### config.mk
export PLATFORM = sky130hd
export DESIGN_NAME = quadtree_level_mask_table_top
export DESIGN_NICKNAME = d
export VERILOG_FILES = /design/src/hw/rtl/qlmt_pkg.sv /design/src/hw/rtl/quadtree_level_mask_table_top.sv /design/src/hw/rtl/qlmt_ram.sv /design/src/hw/rtl/qlmt_cell.sv
export SDC_FILE = /design/constraint.sdc
export NUM_CORES = 1
export LEC_CHECK = 0
export ABC_AREA = 1
export ABC_CLOCK_PERIOD_IN_PS = 2300
export CELL_PAD_IN_SITES_DETAIL_PLACEMENT = 1
export CELL_PAD_IN_SITES_GLOBAL_PLACEMENT = 1
export CORE_MARGIN = 10
export CORE_UTILIZATION = 40
export DETAILED_ROUTE_END_ITERATION = 16
export DONT_BUFFER_PORTS = 1
export MAX_ROUTING_LAYER = met4
export PLACE_DENSITY_LB_ADDON = 0.1
export SLEW_MARGIN = 20
export SYNTH_ARGS = -nofsm -noshare
export SYNTH_HDL_FRONTEND = slang
export SYNTH_HIERARCHICAL = 1
export SYNTH_SLANG_ARGS = --single-unit
export TNS_END_PERCENT = 10
### constraint.sdc
create_clock -name clk -period 2.3 [get_ports clk]
set_input_delay 0.23 -clock clk [delete_from_list [all_inputs] [get_ports clk]]
set_output_delay 0.23 -clock clk [all_outputs]
set_load 0.03 [all_outputs]
### src/hw/rtl/qlmt_pkg.sv
`timescale 1ns / 1ps

package qlmt_pkg;

  // Operation codes
  typedef logic [1:0] op_t;
  localparam op_t OP_QUERY = 2'd0;
  localparam op_t OP_WRITE = 2'd1;
  localparam op_t OP_CLEAR = 2'd2;

  // Token handed from cell to cell, one per item in flight
  typedef struct packed {
    logic       valid;
    op_t        op;
    logic [2:0] lv;        // saturated level
    logic [3:0] x;         // column, masked to the level grid
    logic [3:0] y;         // row, masked to the level grid
    logic       bit_value;
    logic       above;     // some ancestor cell holds 0
    logic       here;      // finest level or own cell holds 0
  } tok_t;

  // Fill sweep control broadcast to every cell
  typedef struct packed {
    logic active;
    logic value;
  } sweep_t;

endpackage

### src/hw/rtl/quadtree_level_mask_table_top.sv
`timescale 1ns / 1ps

// Quadtree level mask table: one bit per cell for levels 0 .. LOG2_SIDE-1.
// Input: an item is taken at a rising edge with start high and busy low
// (operation, level, cell_x, cell_y, bit_value). Every item yields exactly
// one result: out_valid is high for one cycle with handled_above and
// handled_here, taken from the table as it stood before the item.
// The item then travels down a row of LOG2_SIDE cells, one per level, one
// cell per cycle; each cell owns its level's bits in a small RAM.
// Between the transfer edge and out_valid lie the token register of each
// cell in order, and then the result register.
// The block takes a new item only once the last one has left the cell row;
// busy is high while an item is in the row.
// A clear item additionally starts a fill sweep writing zeros, in every cell
// at once, through every address of the largest cell's RAM; busy stays
// high through it.
// Reset (synchronous, rst_n low) starts the same sweep writing ones; the
// block stays busy after rst_n rises until that sweep has ended.
// The receiver cannot stall: each result is on the ports for one cycle only.
module quadtree_level_mask_table_top #(
  parameter int unsigned LOG2_SIDE = 4
) (
  input  logic       clk,
  input  logic       rst_n,
  input  logic       start,
  output logic       busy,
  input  logic [1:0] in_operation,
  input  logic [2:0] in_level,
  input  logic [3:0] in_cell_x,
  input  logic [3:0] in_cell_y,
  input  logic       in_bit_value,
  output logic       out_valid,
  output logic       out_handled_above,
  output logic       out_handled_here
);
  import qlmt_pkg::*;

  localparam int unsigned SW   = (LOG2_SIDE > 1) ? 2 * (LOG2_SIDE - 1) : 1;
  localparam logic [2:0]  LMAX = 3'(LOG2_SIDE);

  tok_t          chain [LOG2_SIDE+1];
  logic          accept;
  logic          row_busy;
  logic [LOG2_SIDE-1:0] row_valid;
  logic [2:0]    lv_sat;
  logic [3:0]    cmask;

  sweep_t        sweep_r;
  sweep_t        sweep_nxt;
  logic [SW-1:0] sweep_cnt_r;
  logic [SW-1:0] sweep_cnt_nxt;

  logic          out_valid_r;
  logic          above_r;
  logic          here_r;

  // Handshake
  assign accept = start && !busy;
  assign busy   = row_busy || sweep_r.active;

  // Level saturates to the finest; coordinates masked to the level grid
  assign lv_sat = (in_level > LMAX) ? LMAX : in_level;
  assign cmask  = ~(4'hF << lv_sat);

  always_comb begin
    chain[0].valid     = accept;
    chain[0].op        = in_operation;
    chain[0].lv        = lv_sat;
    chain[0].x         = in_cell_x & cmask;
    chain[0].y         = in_cell_y & cmask;
    chain[0].bit_value = in_bit_value;
    chain[0].above     = 1'b0;
    chain[0].here      = 1'b1;
  end

  // Cell row, one per level
  for (genvar k = 0; k < LOG2_SIDE; k++) begin : g_cell
    qlmt_cell #(
      .LEVEL     (k),
      .SW        (SW)
    ) u_cell (
      .clk          (clk),
      .rst_n        (rst_n),
      .tok_i        (chain[k]),
      .sweep_i      (sweep_r),
      .sweep_addr_i (sweep_cnt_r),
      .tok_o        (chain[k+1])
    );
    assign row_valid[k] = chain[k+1].valid;
  end

  assign row_busy = |row_valid;

  // Fill sweep: ones after reset, zeros after a clear item leaves the row
  always_comb begin
    sweep_nxt     = sweep_r;
    sweep_cnt_nxt = sweep_cnt_r;
    if (sweep_r.active) begin
      sweep_cnt_nxt = sweep_cnt_r + 1'b1;
      if (&sweep_cnt_r) begin
        sweep_nxt.active = 1'b0;
      end
    end else if (chain[LOG2_SIDE].valid && (chain[LOG2_SIDE].op == OP_CLEAR)) begin
      sweep_nxt.active = 1'b1;
      sweep_nxt.value  = 1'b0;
      sweep_cnt_nxt    = '0;
    end
  end

  always_ff @(posedge clk) begin
    if (!rst_n) begin
      sweep_r.active <= 1'b1;
      sweep_r.value  <= 1'b1;
      sweep_cnt_r    <= '0;
    end else begin
      sweep_r        <= sweep_nxt;
      sweep_cnt_r    <= sweep_cnt_nxt;
    end
  end

  // Result register
  always_ff @(posedge clk) begin
    if (!rst_n) begin
      out_valid_r <= 1'b0;
    end else begin
      out_valid_r <= chain[LOG2_SIDE].valid;
    end
    above_r <= chain[LOG2_SIDE].above;
    here_r  <= chain[LOG2_SIDE].here;
  end

  assign out_valid         = out_valid_r;
  assign out_handled_above = above_r;
  assign out_handled_here  = here_r;

  // Checks
  a_one_token: assert property (@(posedge clk) disable iff (!rst_n)
    $onehot0(row_valid))
    else $error("more than one item in the cell row");

  a_sweep_alone: assert property (@(posedge clk) disable iff (!rst_n)
    sweep_r.active |-> !row_busy)
    else $error("fill sweep overlaps an item in the cell row");

  a_accept_busy: assert property (@(posedge clk) disable iff (!rst_n)
    accept |=> busy)
    else $error("busy low right after a transfer");

  a_strobe_single: assert property (@(posedge clk) disable iff (!rst_n)
    out_valid |=> !out_valid)
    else $error("result strobe longer than one cycle");

endmodule

### src/hw/rtl/qlmt_ram.sv
`timescale 1ns / 1ps

module qlmt_ram #(
  parameter int unsigned WIDTH = 1,
  parameter int unsigned DEPTH = 2,
  parameter int unsigned AW    = (DEPTH > 1) ? $clog2(DEPTH) : 1
) (
  input  logic             clk,
  input  logic             we,
  input  logic [AW-1:0]    waddr,
  input  logic [WIDTH-1:0] wdata,
  input  logic [AW-1:0]    raddr,
  output logic [WIDTH-1:0] rdata
);

  logic [WIDTH-1:0] mem [DEPTH];

  // One write port, one registered read port
  always_ff @(posedge clk) begin
    if (we) begin
      mem[waddr] <= wdata;
    end
    rdata <= mem[raddr];
  end

endmodule

### src/hw/rtl/qlmt_cell.sv
`timescale 1ns / 1ps

module qlmt_cell #(
  parameter int unsigned LEVEL     = 0,
  parameter int unsigned SW        = 6
) (
  input  logic              clk,
  input  logic              rst_n,
  input  qlmt_pkg::tok_t    tok_i,
  input  qlmt_pkg::sweep_t  sweep_i,
  input  logic [SW-1:0]     sweep_addr_i,
  output qlmt_pkg::tok_t    tok_o
);
  import qlmt_pkg::*;

  // Level 0 has one bit; it gets a two-entry RAM to keep a 1-bit address
  localparam int unsigned DEPTH = (LEVEL == 0) ? 2 : (4 ** LEVEL);
  localparam int unsigned AW    = (LEVEL == 0) ? 1 : 2 * LEVEL;
  localparam logic [2:0]  LV3   = 3'(LEVEL);

  tok_t          tok_r;
  logic [AW-1:0] rd_addr;
  logic [AW-1:0] addr_r;
  logic          rdata;
  logic          we;
  logic [AW-1:0] waddr;
  logic          wdata;

  // Cell address at this level: coordinates shifted down from the item level
  if (LEVEL == 0) begin : g_root
    assign rd_addr = '0;
  end else begin : g_addr
    localparam int unsigned XW = LEVEL + 4;
    logic [2:0]    sh;
    logic [XW-1:0] xs;
    logic [XW-1:0] ys;
    assign sh      = tok_i.lv - LV3;
    assign xs      = {{LEVEL{1'b0}}, tok_i.x} >> sh;
    assign ys      = {{LEVEL{1'b0}}, tok_i.y} >> sh;
    assign rd_addr = {ys[LEVEL-1:0], xs[LEVEL-1:0]};
  end

  // Token stage; the read data lines up with it
  always_ff @(posedge clk) begin
    if (!rst_n) begin
      tok_r.valid <= 1'b0;
    end else begin
      tok_r <= tok_i;
    end
    addr_r <= rd_addr;
  end

  // Fold this level's bit into the flags
  always_comb begin
    tok_o = tok_r;
    if (tok_r.valid) begin
      if ((LV3 < tok_r.lv) && !rdata) begin
        tok_o.above = 1'b1;
      end
      if (LV3 == tok_r.lv) begin
        tok_o.here = ~rdata;
      end
    end
  end

  // Write port: fill sweep, or a write item at this level after its read
  always_comb begin
    if (sweep_i.active) begin
      we    = 1'b1;
      waddr = sweep_addr_i[AW-1:0];
      wdata = sweep_i.value;
    end else begin
      we    = tok_r.valid && (tok_r.op == OP_WRITE) && (tok_r.lv == LV3);
      waddr = addr_r;
      wdata = tok_r.bit_value;
    end
  end

  qlmt_ram #(
    .WIDTH (1),
    .DEPTH (DEPTH),
    .AW    (AW)
  ) u_ram (
    .clk   (clk),
    .we    (we),
    .waddr (waddr),
    .wdata (wdata),
    .raddr (rd_addr),
    .rdata (rdata)
  );

endmodule

==> key figures, run 1 <==
Yosys
  – Syn Area/Cell: 9.26 µm²
  – Syn Inst Count: 877
  – Warnings from Yosys: 6
  – Area of the mapped netlist: 8120 µm²

STA
  – Clk_skew: 0.00903 ns
  – Tcrit/Tclk final: 93.7%
  – Upper clock frequency limit: 464 MHz
  – Fin Setup TNS: 0 ns
  – RSZ-0062 raised after global routing: yes
  – Hold WS: 0.0167 ns
  – Final hold vios: 0
  – Max-slew violation count: 0
  – Final Critical Period: 2.15 ns
  – Final setup fails: 0

Global route
  – Initial antenna violation count: 0
  – Global-route wire length before repair: 30900 µm
  – Vias in the first global route: 6142
  – Grt met2 use: 27.9%
  – Grt total ovfl: 0
  – Routing usage on met1: 16.2%
  – Gr busiest metal: met2
  – Met3 Resource Use GR: 2.48%
  – Largest net degree at the start of global routing: 68
  – GRT Total Usage: 15.2%

Min path
  – Worst hold path type: in2reg

Layout
  – Commonest cells after routing, fill and taps aside: nand2_1, edfxtp_1, inv_1
  – Nets: 879
  – Post-route cell area: 8870 µm²
  – Share of cells above drive strength 1: 9.29%
  – P&R area growth vs syn: 9.29%
  – Commonest non-fill, non-tap cell in the layout: nand2_1
  – Fillers: 2284
  – Filler-free cell count of the finished design: 1142
  – N_diodes: 0

Die
  – Die Area: 26400 µm²
  – Starting Density: 40.4%
  – Core Box Area: 20100 µm²
  – I/O pins: 21
  – # rows: 52
  – Die X: 162 µm
  – Die height: 162 µm

CTS
  – Number of buffers created by CTS: 17
  – Max clock buf depth: 2
  – Clk pin slew, worst setup/hold paths: 0.07 ns
  – CTS tree: built
  – # clock sinks: 173
  – H-tree levels: 4
  – Clock latency on the worst-skew pair: 0.42 ns
  – CTS root buffer: clkbuf_16

Worst setup path
  – Data arrival, critical path: 2.46 ns
  – Crit. End Element: register
  – Crit-path slowest cell: edfxtp_1
  – Critical path startpoint category: register
  – Setup CP Type: reg2reg
  – Cell repeated most along the worst path: nand2_1
  – Biggest cell delay along the critical path: 0.43 ns
  – Critical Path, Cell by Cell: ha_1 -> inv_1 -> nand2_1 -> nand2_2 -> nand2_1 -> nor2_2 -> buf_12 -> inv_8 -> nand2_1 -> nand3_1 -> nand3_1 -> nand2_1 -> nand2_1 -> nand3_1 -> nand3_1 -> nand2_1
  – Worst path required time: 2.61 ns
  – Worst-path fanout max: 32

Route
  – Via count: 5571
  – Initial DRC count: 253
  – Vias per cell: 4.88
  – Post-DR wirelength/cell: 16.4 µm
  – Routed WL: 18800 µm
  – DR DRC count: 0
  – Final antenna-violating net count: 0
  – Drt pass-1 iters: 4

Flow run
  – Maxcap violations: 0

Place
  – Placed Instances: 1100
  – Placed cell areas: 8110 µm²
  – GP Congestion: 0.869
  – DP Wirelength: 13300 µm
  – # port buffers: 0

Status
  – Status: completed

Pwr
  – Power, Total: 7.28 mW
  – Pwr dens: 820 nW/µm²
  – Worst IR Drop VDD: 0.517 mV
  – Leak: 3.71 nW
==> registers in the layout, indices dropped and copies added (netlist names) <==
name	flops
sweep_cnt_r	6
sweep_r	2
g_cell.u_cell/tok_r	8
g_cell.u_cell/tok_o	52
g_cell.u_cell/addr_r	12
g_cell.u_cell/u_ram/rdata	4
out_valid	1
out_handled_above	1
g_cell.u_cell/u_ram/mem	86
out_handled_here	1
==> where the power goes <==
part	internal (mW)	switching, mW
clock network	1.84	1.24
registers	3.50	0.0724
logic	0.196	0.425
total	5.54	1.74
==> cell type report <==
cell class	instances	area, µm²	area share [%]
flip-flops and latches	173	4890	55.1
multi-input cells	526	2310	26.0
inverters	115	452	5.09
clock buffers	18	429	4.84
well taps	270	338	3.81
repair buffers	26	258	2.90
clock inverters	14	206	2.33
==> per-layer routing <==
| layer | vias to the layer above | wire (µm) |
|---|---|---|
| met2 | 78 | 10100 |
| li1 | 2742 | - |
| met3 | 24 | 551 |
| met1 | 2727 | 7710 |
| met5 | - | 0 |
| met4 | 0 | 397 |
==> what timing repair did <==
item                       CTS  global route
hold endpoints to repair    75             0
setup buffers                0             2
setup endpoints to repair    0            30
gates resized for setup      0             6
hold buffers                 8             0
==> path summary, 6_finish.rpt <==
path	startpoint	endpoint	slack, ns	cells after the start
min	in_cell_x[2]	g_cell[0].u_cell/tok_o[9]	0.02	2
max	g_cell[2].u_cell/tok_o[12]	g_cell[3].u_cell/u_ram/rdata	0.15	16
max reg2reg	g_cell[2].u_cell/tok_o[12]	g_cell[3].u_cell/u_ram/rdata	0.15	16
min reg2reg	g_cell[0].u_cell/tok_o[6]	g_cell[1].u_cell/tok_o[6]	0.45	0
==> stage by stage <==
step	util [%]	setup slack, ns
after floorplan	-	0.208
after detailed placement	40.4	0.0569
after CTS	44.0	0.0441
after global placement	40.4	0.162
final	44.1	0.145
after global routing	44.1	-0.0800
==> worst max-delay path: cells and delay by family, from the launching register on <==
family | cells | cell delay (ns)
buf+inv | 3 | 0.33
simple gates | 12 | 1.04
fa+ha+maj | 1 | 0.22
flops | 1 | 0.43
Power figures use the tool's default switching activity.
==> run 2: changes to the inputs <==
ABC_CLOCK_PERIOD_IN_PS = 2800   (was 2300)
clock period = 2.8 ns   (was 2.3 ns; I/O delays follow)
==> key figures, run 2 (synthesis results as in run 1) <==
STA
  – Clk_skew: 0.0108 ns (+0.00176 ns)
  – Final hold vios: 0 (unchanged)
  – Max-slew violation count: 0 (unchanged)
  – RSZ-0062 raised after global routing: no
  – Hold WS: 0.0198 ns (+0.00313 ns)
  – Final setup fails: 0 (unchanged)
  – Tcrit/Tclk final: 88.4% (-5.3 points)
  – Fin Setup TNS: 0 ns (unchanged)
  – Upper clock frequency limit: 404 MHz (-13%)
  – Worst slew margin: 59.8%
  – Worst Max-Slew Pin Slew: 0.603 ns
  – Final Critical Period: 2.47 ns (+0.319 ns)

Layout
  – Largest register FFs: 86 (unchanged)
  – N_diodes: 0 (unchanged)
  – P&R area growth vs syn: 7.35%
  – Fillers: 2270 (-0.61%)
  – Nets: 872 (-0.80%)
  – Register area: 4880 µm² (about the same)
  – Area of the multi-input gates: 2300 µm² (-0.43%)
  – Commonest non-fill, non-tap cell in the layout: nand2_1
  – Register bank with the most flops: g_cell.u_cell/u_ram/mem
  – Commonest cells after routing, fill and taps aside: nand2_1, edfxtp_1, inv_1
  – Post-route cell area: 8720 µm² (-1.8%)
  – Share of cells above drive strength 1: 8.21% (-1.1 points)

Global route
  – Global-route wire length before repair: 31000 µm (+0.25%)
  – GRT Total Usage: 15.4% (+0.14 points)
  – Largest net degree at the start of global routing: 67 (-1.5%)
  – Vias in the first global route: 5931 (-3.4%)
  – Grt total ovfl: 0 (unchanged)
  – Initial antenna violation count: 0 (unchanged)

Worst setup path
  – Worst path required time: 3.13 ns (+0.52 ns)
  – Critical path startpoint category: register
  – Crit. End Element: register
  – Setup CP Type: reg2reg
  – Critical Path, Cell by Cell: ha_1 -> nand2_1 -> clkinv_1 -> nand3_1 -> nand2_1 -> inv_2 -> nand3_1 -> nand3_1 -> nand2_1 -> nand2_1 -> nand3_1 -> nand3_1 -> nand2_1
  – Worst-path fanout max: 16 (-50%)
  – Data arrival, critical path: 2.80 ns (+0.34 ns)
  – Worst reg2reg path depth: 13 (-3)
  – Critical path depth in cells: 13 (-3)
  – Biggest cell delay along the critical path: 0.43 ns (about the same)
  – CP top delay family: simple AND/OR/NAND/NOR gates
  – Worst Path Buf+Inv: 2 (-1)
  – Crit-path slowest cell: edfxtp_1

Flow run
  – Maxcap violations: 0 (unchanged)

Status
  – Status: completed

Route
  – Final antenna-violating net count: 0 (unchanged)
  – Via count: 5513 (-1.0%)
  – Vias per cell: 4.86 (-0.43%)
  – Post-DR wirelength/cell: 16.6 µm (+1.1%)
  – Routed WL: 18900 µm (+0.52%)
  – Initial DRC count: 284 (+12%)
  – DR DRC count: 0 (unchanged)
  – Drt pass-1 iters: 4 (unchanged)

CTS
  – CTS root buffer: clkbuf_16
  – Clk pin slew, worst setup/hold paths: 0.07 ns (about the same)
  – H-tree levels: 4 (unchanged)
  – CTS tree: built
  – Number of buffers created by CTS: 17 (unchanged)
  – Clock latency on the worst-skew pair: 0.43 ns (about the same)
  – # clock sinks: 173 (unchanged)
  – Max clock buf depth: 2 (unchanged)

Pwr
  – Worst IR Drop VDD: 0.473 mV (-8.5%)
  – Pwr dens: 653 nW/µm² (-20%)
  – Leak: 3.64 nW (-2.0%)

Die
  – Die Area: 26400 µm² (unchanged)
  – Die height: 162 µm (unchanged)
  – Core Box Area: 20100 µm² (unchanged)
  – # rows: 52 (unchanged)
  – Die X: 162 µm (unchanged)
  – I/O pins: 21 (unchanged)
  – Starting Density: 40.4% (unchanged)

Place
  – DP Wirelength: 13400 µm (+0.82%)
  – GP Congestion: 0.877 (+1.0%)
  – Placed cell areas: 8080 µm² (-0.43%)
  – # port buffers: 0 (unchanged)

Min path
  – Worst hold path type: in2reg
  – Hold-critical path depth: 2 (unchanged)
## run 2: power by group
part | total, mW | switching (mW) | leakage (nW) | internal, mW
Sequential | 2.94 | 0.0636 | 1.72 | 2.87
Clock | 2.27 | 1.04 | 0.268 | 1.23
Combinational | 0.481 | 0.332 | 1.65 | 0.149
## run 2: final timing paths
path                                                  from                      endpoint  slack [ns]
worst max-delay path            g_cell[2].u_cell/tok_o[12]  g_cell[3].u_cell/u_ram/rdata        0.33
worst min register to register   g_cell[1].u_cell/tok_o[8]     g_cell[2].u_cell/tok_o[8]        0.45
worst max register to register  g_cell[2].u_cell/tok_o[12]  g_cell[3].u_cell/u_ram/rdata        0.33
worst min-delay path                          in_cell_x[3]    g_cell[0].u_cell/tok_o[10]        0.02
## run 2: what timing repair did
action	4_1_cts	5_1_grt
resized for setup	0	0
buffers inserted	0	0
hold endpoints to repair	71	0
hold buffers	6	0
## run 2: cell type report
cell class                      instances  area share [%]
Tap cell                              270            3.88
Timing Repair Buffer                   19            2.15
Inverter                              115            5.15
Clock inverter                         15            1.56
Sequential cell                       173            56.0
Multi-Input combinational cell        526            26.3
Clock buffer                           17            4.88
## run 2: through the flow
stage / power, mW / util (%) / cells / worst slack (ns)
floorplan: 3.37 / - / 878 / 0.708
global placement: 3.43 / 40.2 / 1097 / 0.441
detailed placement: 3.45 / 40.2 / 1097 / 0.349
CTS: 5.75 / 43.4 / 1135 / 0.329
global route: 5.92 / 43.4 / 1135 / 0.0324
finish: 5.69 / 43.4 / 1135 / 0.326
## run 2: routing by layer
layer,global-route usage (%),share of wire (%),vias up
li1,-,-,2735
met1,16.5,42,2682
met2,28.0,54,78
met3,2.63,2.5,18
met4,5.17,1.6,0
met5,-,0,-
## run 2: worst register-to-register path, cell delays in order, from the launching register on
cell and delay [ns]:
edfxtp_1 0.43, ha_1 0.37, nand2_1 0.11, clkinv_1 0.08
nand3_1 0.08, nand2_1 0.33, inv_2 0.40, nand3_1 0.14
nand3_1 0.10, nand2_1 0.07, nand2_1 0.06, nand3_1 0.07
nand3_1 0.10, nand2_1 0.06
==> run 3: changes to the inputs <==
CTS_CLUSTER_DIAMETER = 200   (was unset)
RECOVER_POWER = 50   (was unset)
==> key figures, run 3 (synthesis results as in run 1) <==
Place
  – # port buffers: 0 (unchanged)
  – Placed Instances: 1097 (unchanged)
  – GP Congestion: 0.877 (unchanged)
  – DP Wirelength: 13400 µm (unchanged)

CTS
  – Clock latency on the worst-skew pair: 0.43 ns (about the same)
  – Clk pin slew, worst setup/hold paths: 0.07 ns (about the same)
  – Number of buffers created by CTS: 17 (unchanged)
  – CTS root buffer: clkbuf_16
  – Max clock buf depth: 2 (unchanged)
  – Setup Buffers After CTS: 0 (unchanged)
  – # clock sinks: 173 (unchanged)
  – CTS tree: built
  – H-tree levels: 4 (unchanged)

Worst setup path
  – Crit-path slowest cell: edfxtp_1
  – Worst flop-to-flop path endpoint: g_cell[3].u_cell/u_ram/rdata
  – Crit. End Element: register
  – FF-to-FF Start: g_cell[2].u_cell/tok_o[12]
  – Worst path required time: 3.13 ns (about the same)
  – Critical path startpoint category: register
  – Data arrival, critical path: 2.82 ns (+0.02 ns)
  – R2r setup slk: 0.31 ns (-0.02 ns)
  – Critical Path, Cell by Cell: ha_1 -> nand2_1 -> clkinv_1 -> nand3_1 -> nand2_1 -> inv_2 -> nand3_1 -> nand3_1 -> nand2_1 -> nand2_1 -> nand3_1 -> nand3_1 -> nand2_1
  – Worst reg2reg path depth: 13 (unchanged)
  – Biggest cell delay along the critical path: 0.43 ns (about the same)
  – Setup CP Type: reg2reg
  – Worst-path fanout max: 16 (unchanged)

STA
  – Fin Setup TNS: 0 ns (unchanged)
  – Clk_skew: 0.0118 ns (+0.000984 ns)
  – Worst Max-Slew Pin Slew: 1.58 ns (+0.979 ns)
  – Worst slew margin: -5.47% (-65 points)
  – Max-slew violation count: 67 (+67)
  – Upper clock frequency limit: 402 MHz (-0.60%)
  – Final hold vios: 0 (unchanged)
  – Hold WS: 0.0211 ns (+0.00134 ns)
  – Tcrit/Tclk final: 88.9% (+0.54 points)
  – Final setup fails: 0 (unchanged)
  – RSZ-0062 raised after global routing: no
  – Final Critical Period: 2.49 ns (+0.0151 ns)

Die
  – Die X: 162 µm (unchanged)
  – # rows: 52 (unchanged)
  – Core Box Area: 20100 µm² (unchanged)
  – Die height: 162 µm (unchanged)
  – Die Area: 26400 µm² (unchanged)
  – Starting Density: 40.4% (unchanged)
  – I/O pins: 21 (unchanged)

Route
  – Routed WL: 18900 µm (+0.26%)
  – DR DRC count: 0 (unchanged)
  – Post-DR wirelength/cell: 16.7 µm (+0.26%)
  – Drt pass-1 iters: 4 (unchanged)
  – Final antenna-violating net count: 0 (unchanged)
  – Initial DRC count: 327 (+15%)
  – Via count: 5532 (+0.34%)
  – Vias per cell: 4.87 (+0.34%)

Flow run
  – Maxcap violations: 1 (+1)

Layout
  – Fillers: 2277 (+0.31%)
  – Share of cells above drive strength 1: 6.94% (-1.3 points)
  – Largest register FFs: 86 (unchanged)
  – Filler-free cell count of the finished design: 1135 (unchanged)
  – Final core utilization: 43.1% (-0.29 points)
  – Register bank with the most flops: g_cell.u_cell/u_ram/mem
  – P&R area growth vs syn: 6.63%
  – N_diodes: 0 (unchanged)
  – Nets: 872 (unchanged)
  – Commonest non-fill, non-tap cell in the layout: nand2_1
  – Commonest cells after routing, fill and taps aside: nand2_1, edfxtp_1, inv_1

Min path
  – Hold Startpoint: in_cell_x[3]
  – Min-Delay Endpoint: g_cell[0].u_cell/tok_o[10]
  – Hold-critical path depth: 2 (unchanged)
  – Worst hold path type: in2reg

Global route
  – Initial antenna violation count: 0 (unchanged)
  – Grt total ovfl: 0 (unchanged)
  – Global-route wire length before repair: 31000 µm (unchanged)
  – Vias in the first global route: 5931 (unchanged)
  – GRT Total Usage: 15.4% (unchanged)
  – Largest net degree at the start of global routing: 67 (unchanged)

Pwr
  – Leak: 3.62 nW (-0.46%)
  – Power, Total: 5.69 mW (about the same)
  – Worst IR Drop VDD: 0.471 mV (-0.46%)
  – Pwr dens: 657 nW/µm² (+0.61%)

Status
  – Status: complete, but fails checks
  – Failing checks: capacitance limit, slew limit
run 3: cell types whose count changed in the layout (fill, tap and decap cells not counted), moves of 2 or more:
cell,change
nor2_1,+3
o21ai_0,+2
clkbuf_1,+3
nor2_2,-2
buf_4,-4
clkbuf_2,+2
inv_2,-2
inv_1,+2
run 3: how the worst max path moves through the flow:
stage	from	end	slack, ns
after floorplan	sweep_r[1]	g_cell[3].u_cell/u_ram/mem[0]	0.71
after global placement	g_cell[2].u_cell/tok_o[12]	g_cell[3].u_cell/u_ram/rdata	0.44
after detailed placement	g_cell[2].u_cell/tok_o[12]	g_cell[3].u_cell/u_ram/rdata	0.35
after CTS	g_cell[2].u_cell/tok_o[12]	g_cell[3].u_cell/u_ram/rdata	0.33
after global routing	g_cell[2].u_cell/tok_o[12]	g_cell[3].u_cell/u_ram/rdata	0.03
final	g_cell[2].u_cell/tok_o[12]	g_cell[3].u_cell/u_ram/rdata	0.31
run 3: routing by layer:
| metal | global-route usage, % | vias to the layer above | wire, µm |
|---|---|---|---|
| met5 | - | - | 0 |
| met4 | 5.17 | 0 | 289 |
| met3 | 2.63 | 20 | 483 |
| met2 | 28.0 | 81 | 10300 |
| met1 | 16.5 | 2695 | 7900 |
| li1 | - | 2736 | - |
run 3: where the power goes:
part | switching (mW) | internal, mW | leakage, nW
registers | 0.0634 | 2.88 | 1.72
logic | 0.330 | 0.141 | 1.63
clock network | 1.04 | 1.24 | 0.268
total | 1.44 | 4.25 | 3.62
run 3: layout make-up:
cell class                      instances  area (µm²)  area share, %
Sequential cell                       173        4880           56.4
Multi-Input combinational cell        526        2270           26.3
Inverter                              115         449           5.19
Timing Repair Buffer                   19         151           1.75
Tap cell                              270         338           3.90
Clock buffer                           17         425           4.91
Clock inverter                         15         136           1.58
run 3: stage by stage:
stage,setup WS (ns),cell area [µm²]
final,0.311,8660
after global routing,0.0251,8660
after CTS,0.329,8720
after detailed placement,0.349,8080
after global placement,0.441,8080
after floorplan,0.708,8120
run 3: repair_timing:
item,CTS,global route
endpoints found under the hold margin,71,0
hold buffers,6,0
resized for setup,0,0
run 3: critical path: cells and delay by family (launching register included):
kind	cells	cell delay (ns)
AND/OR/NAND/NOR	10	1.10
adder cells (fa/ha/maj)	1	0.37
buffers and inverters	2	0.48
flip-flops	1	0.43
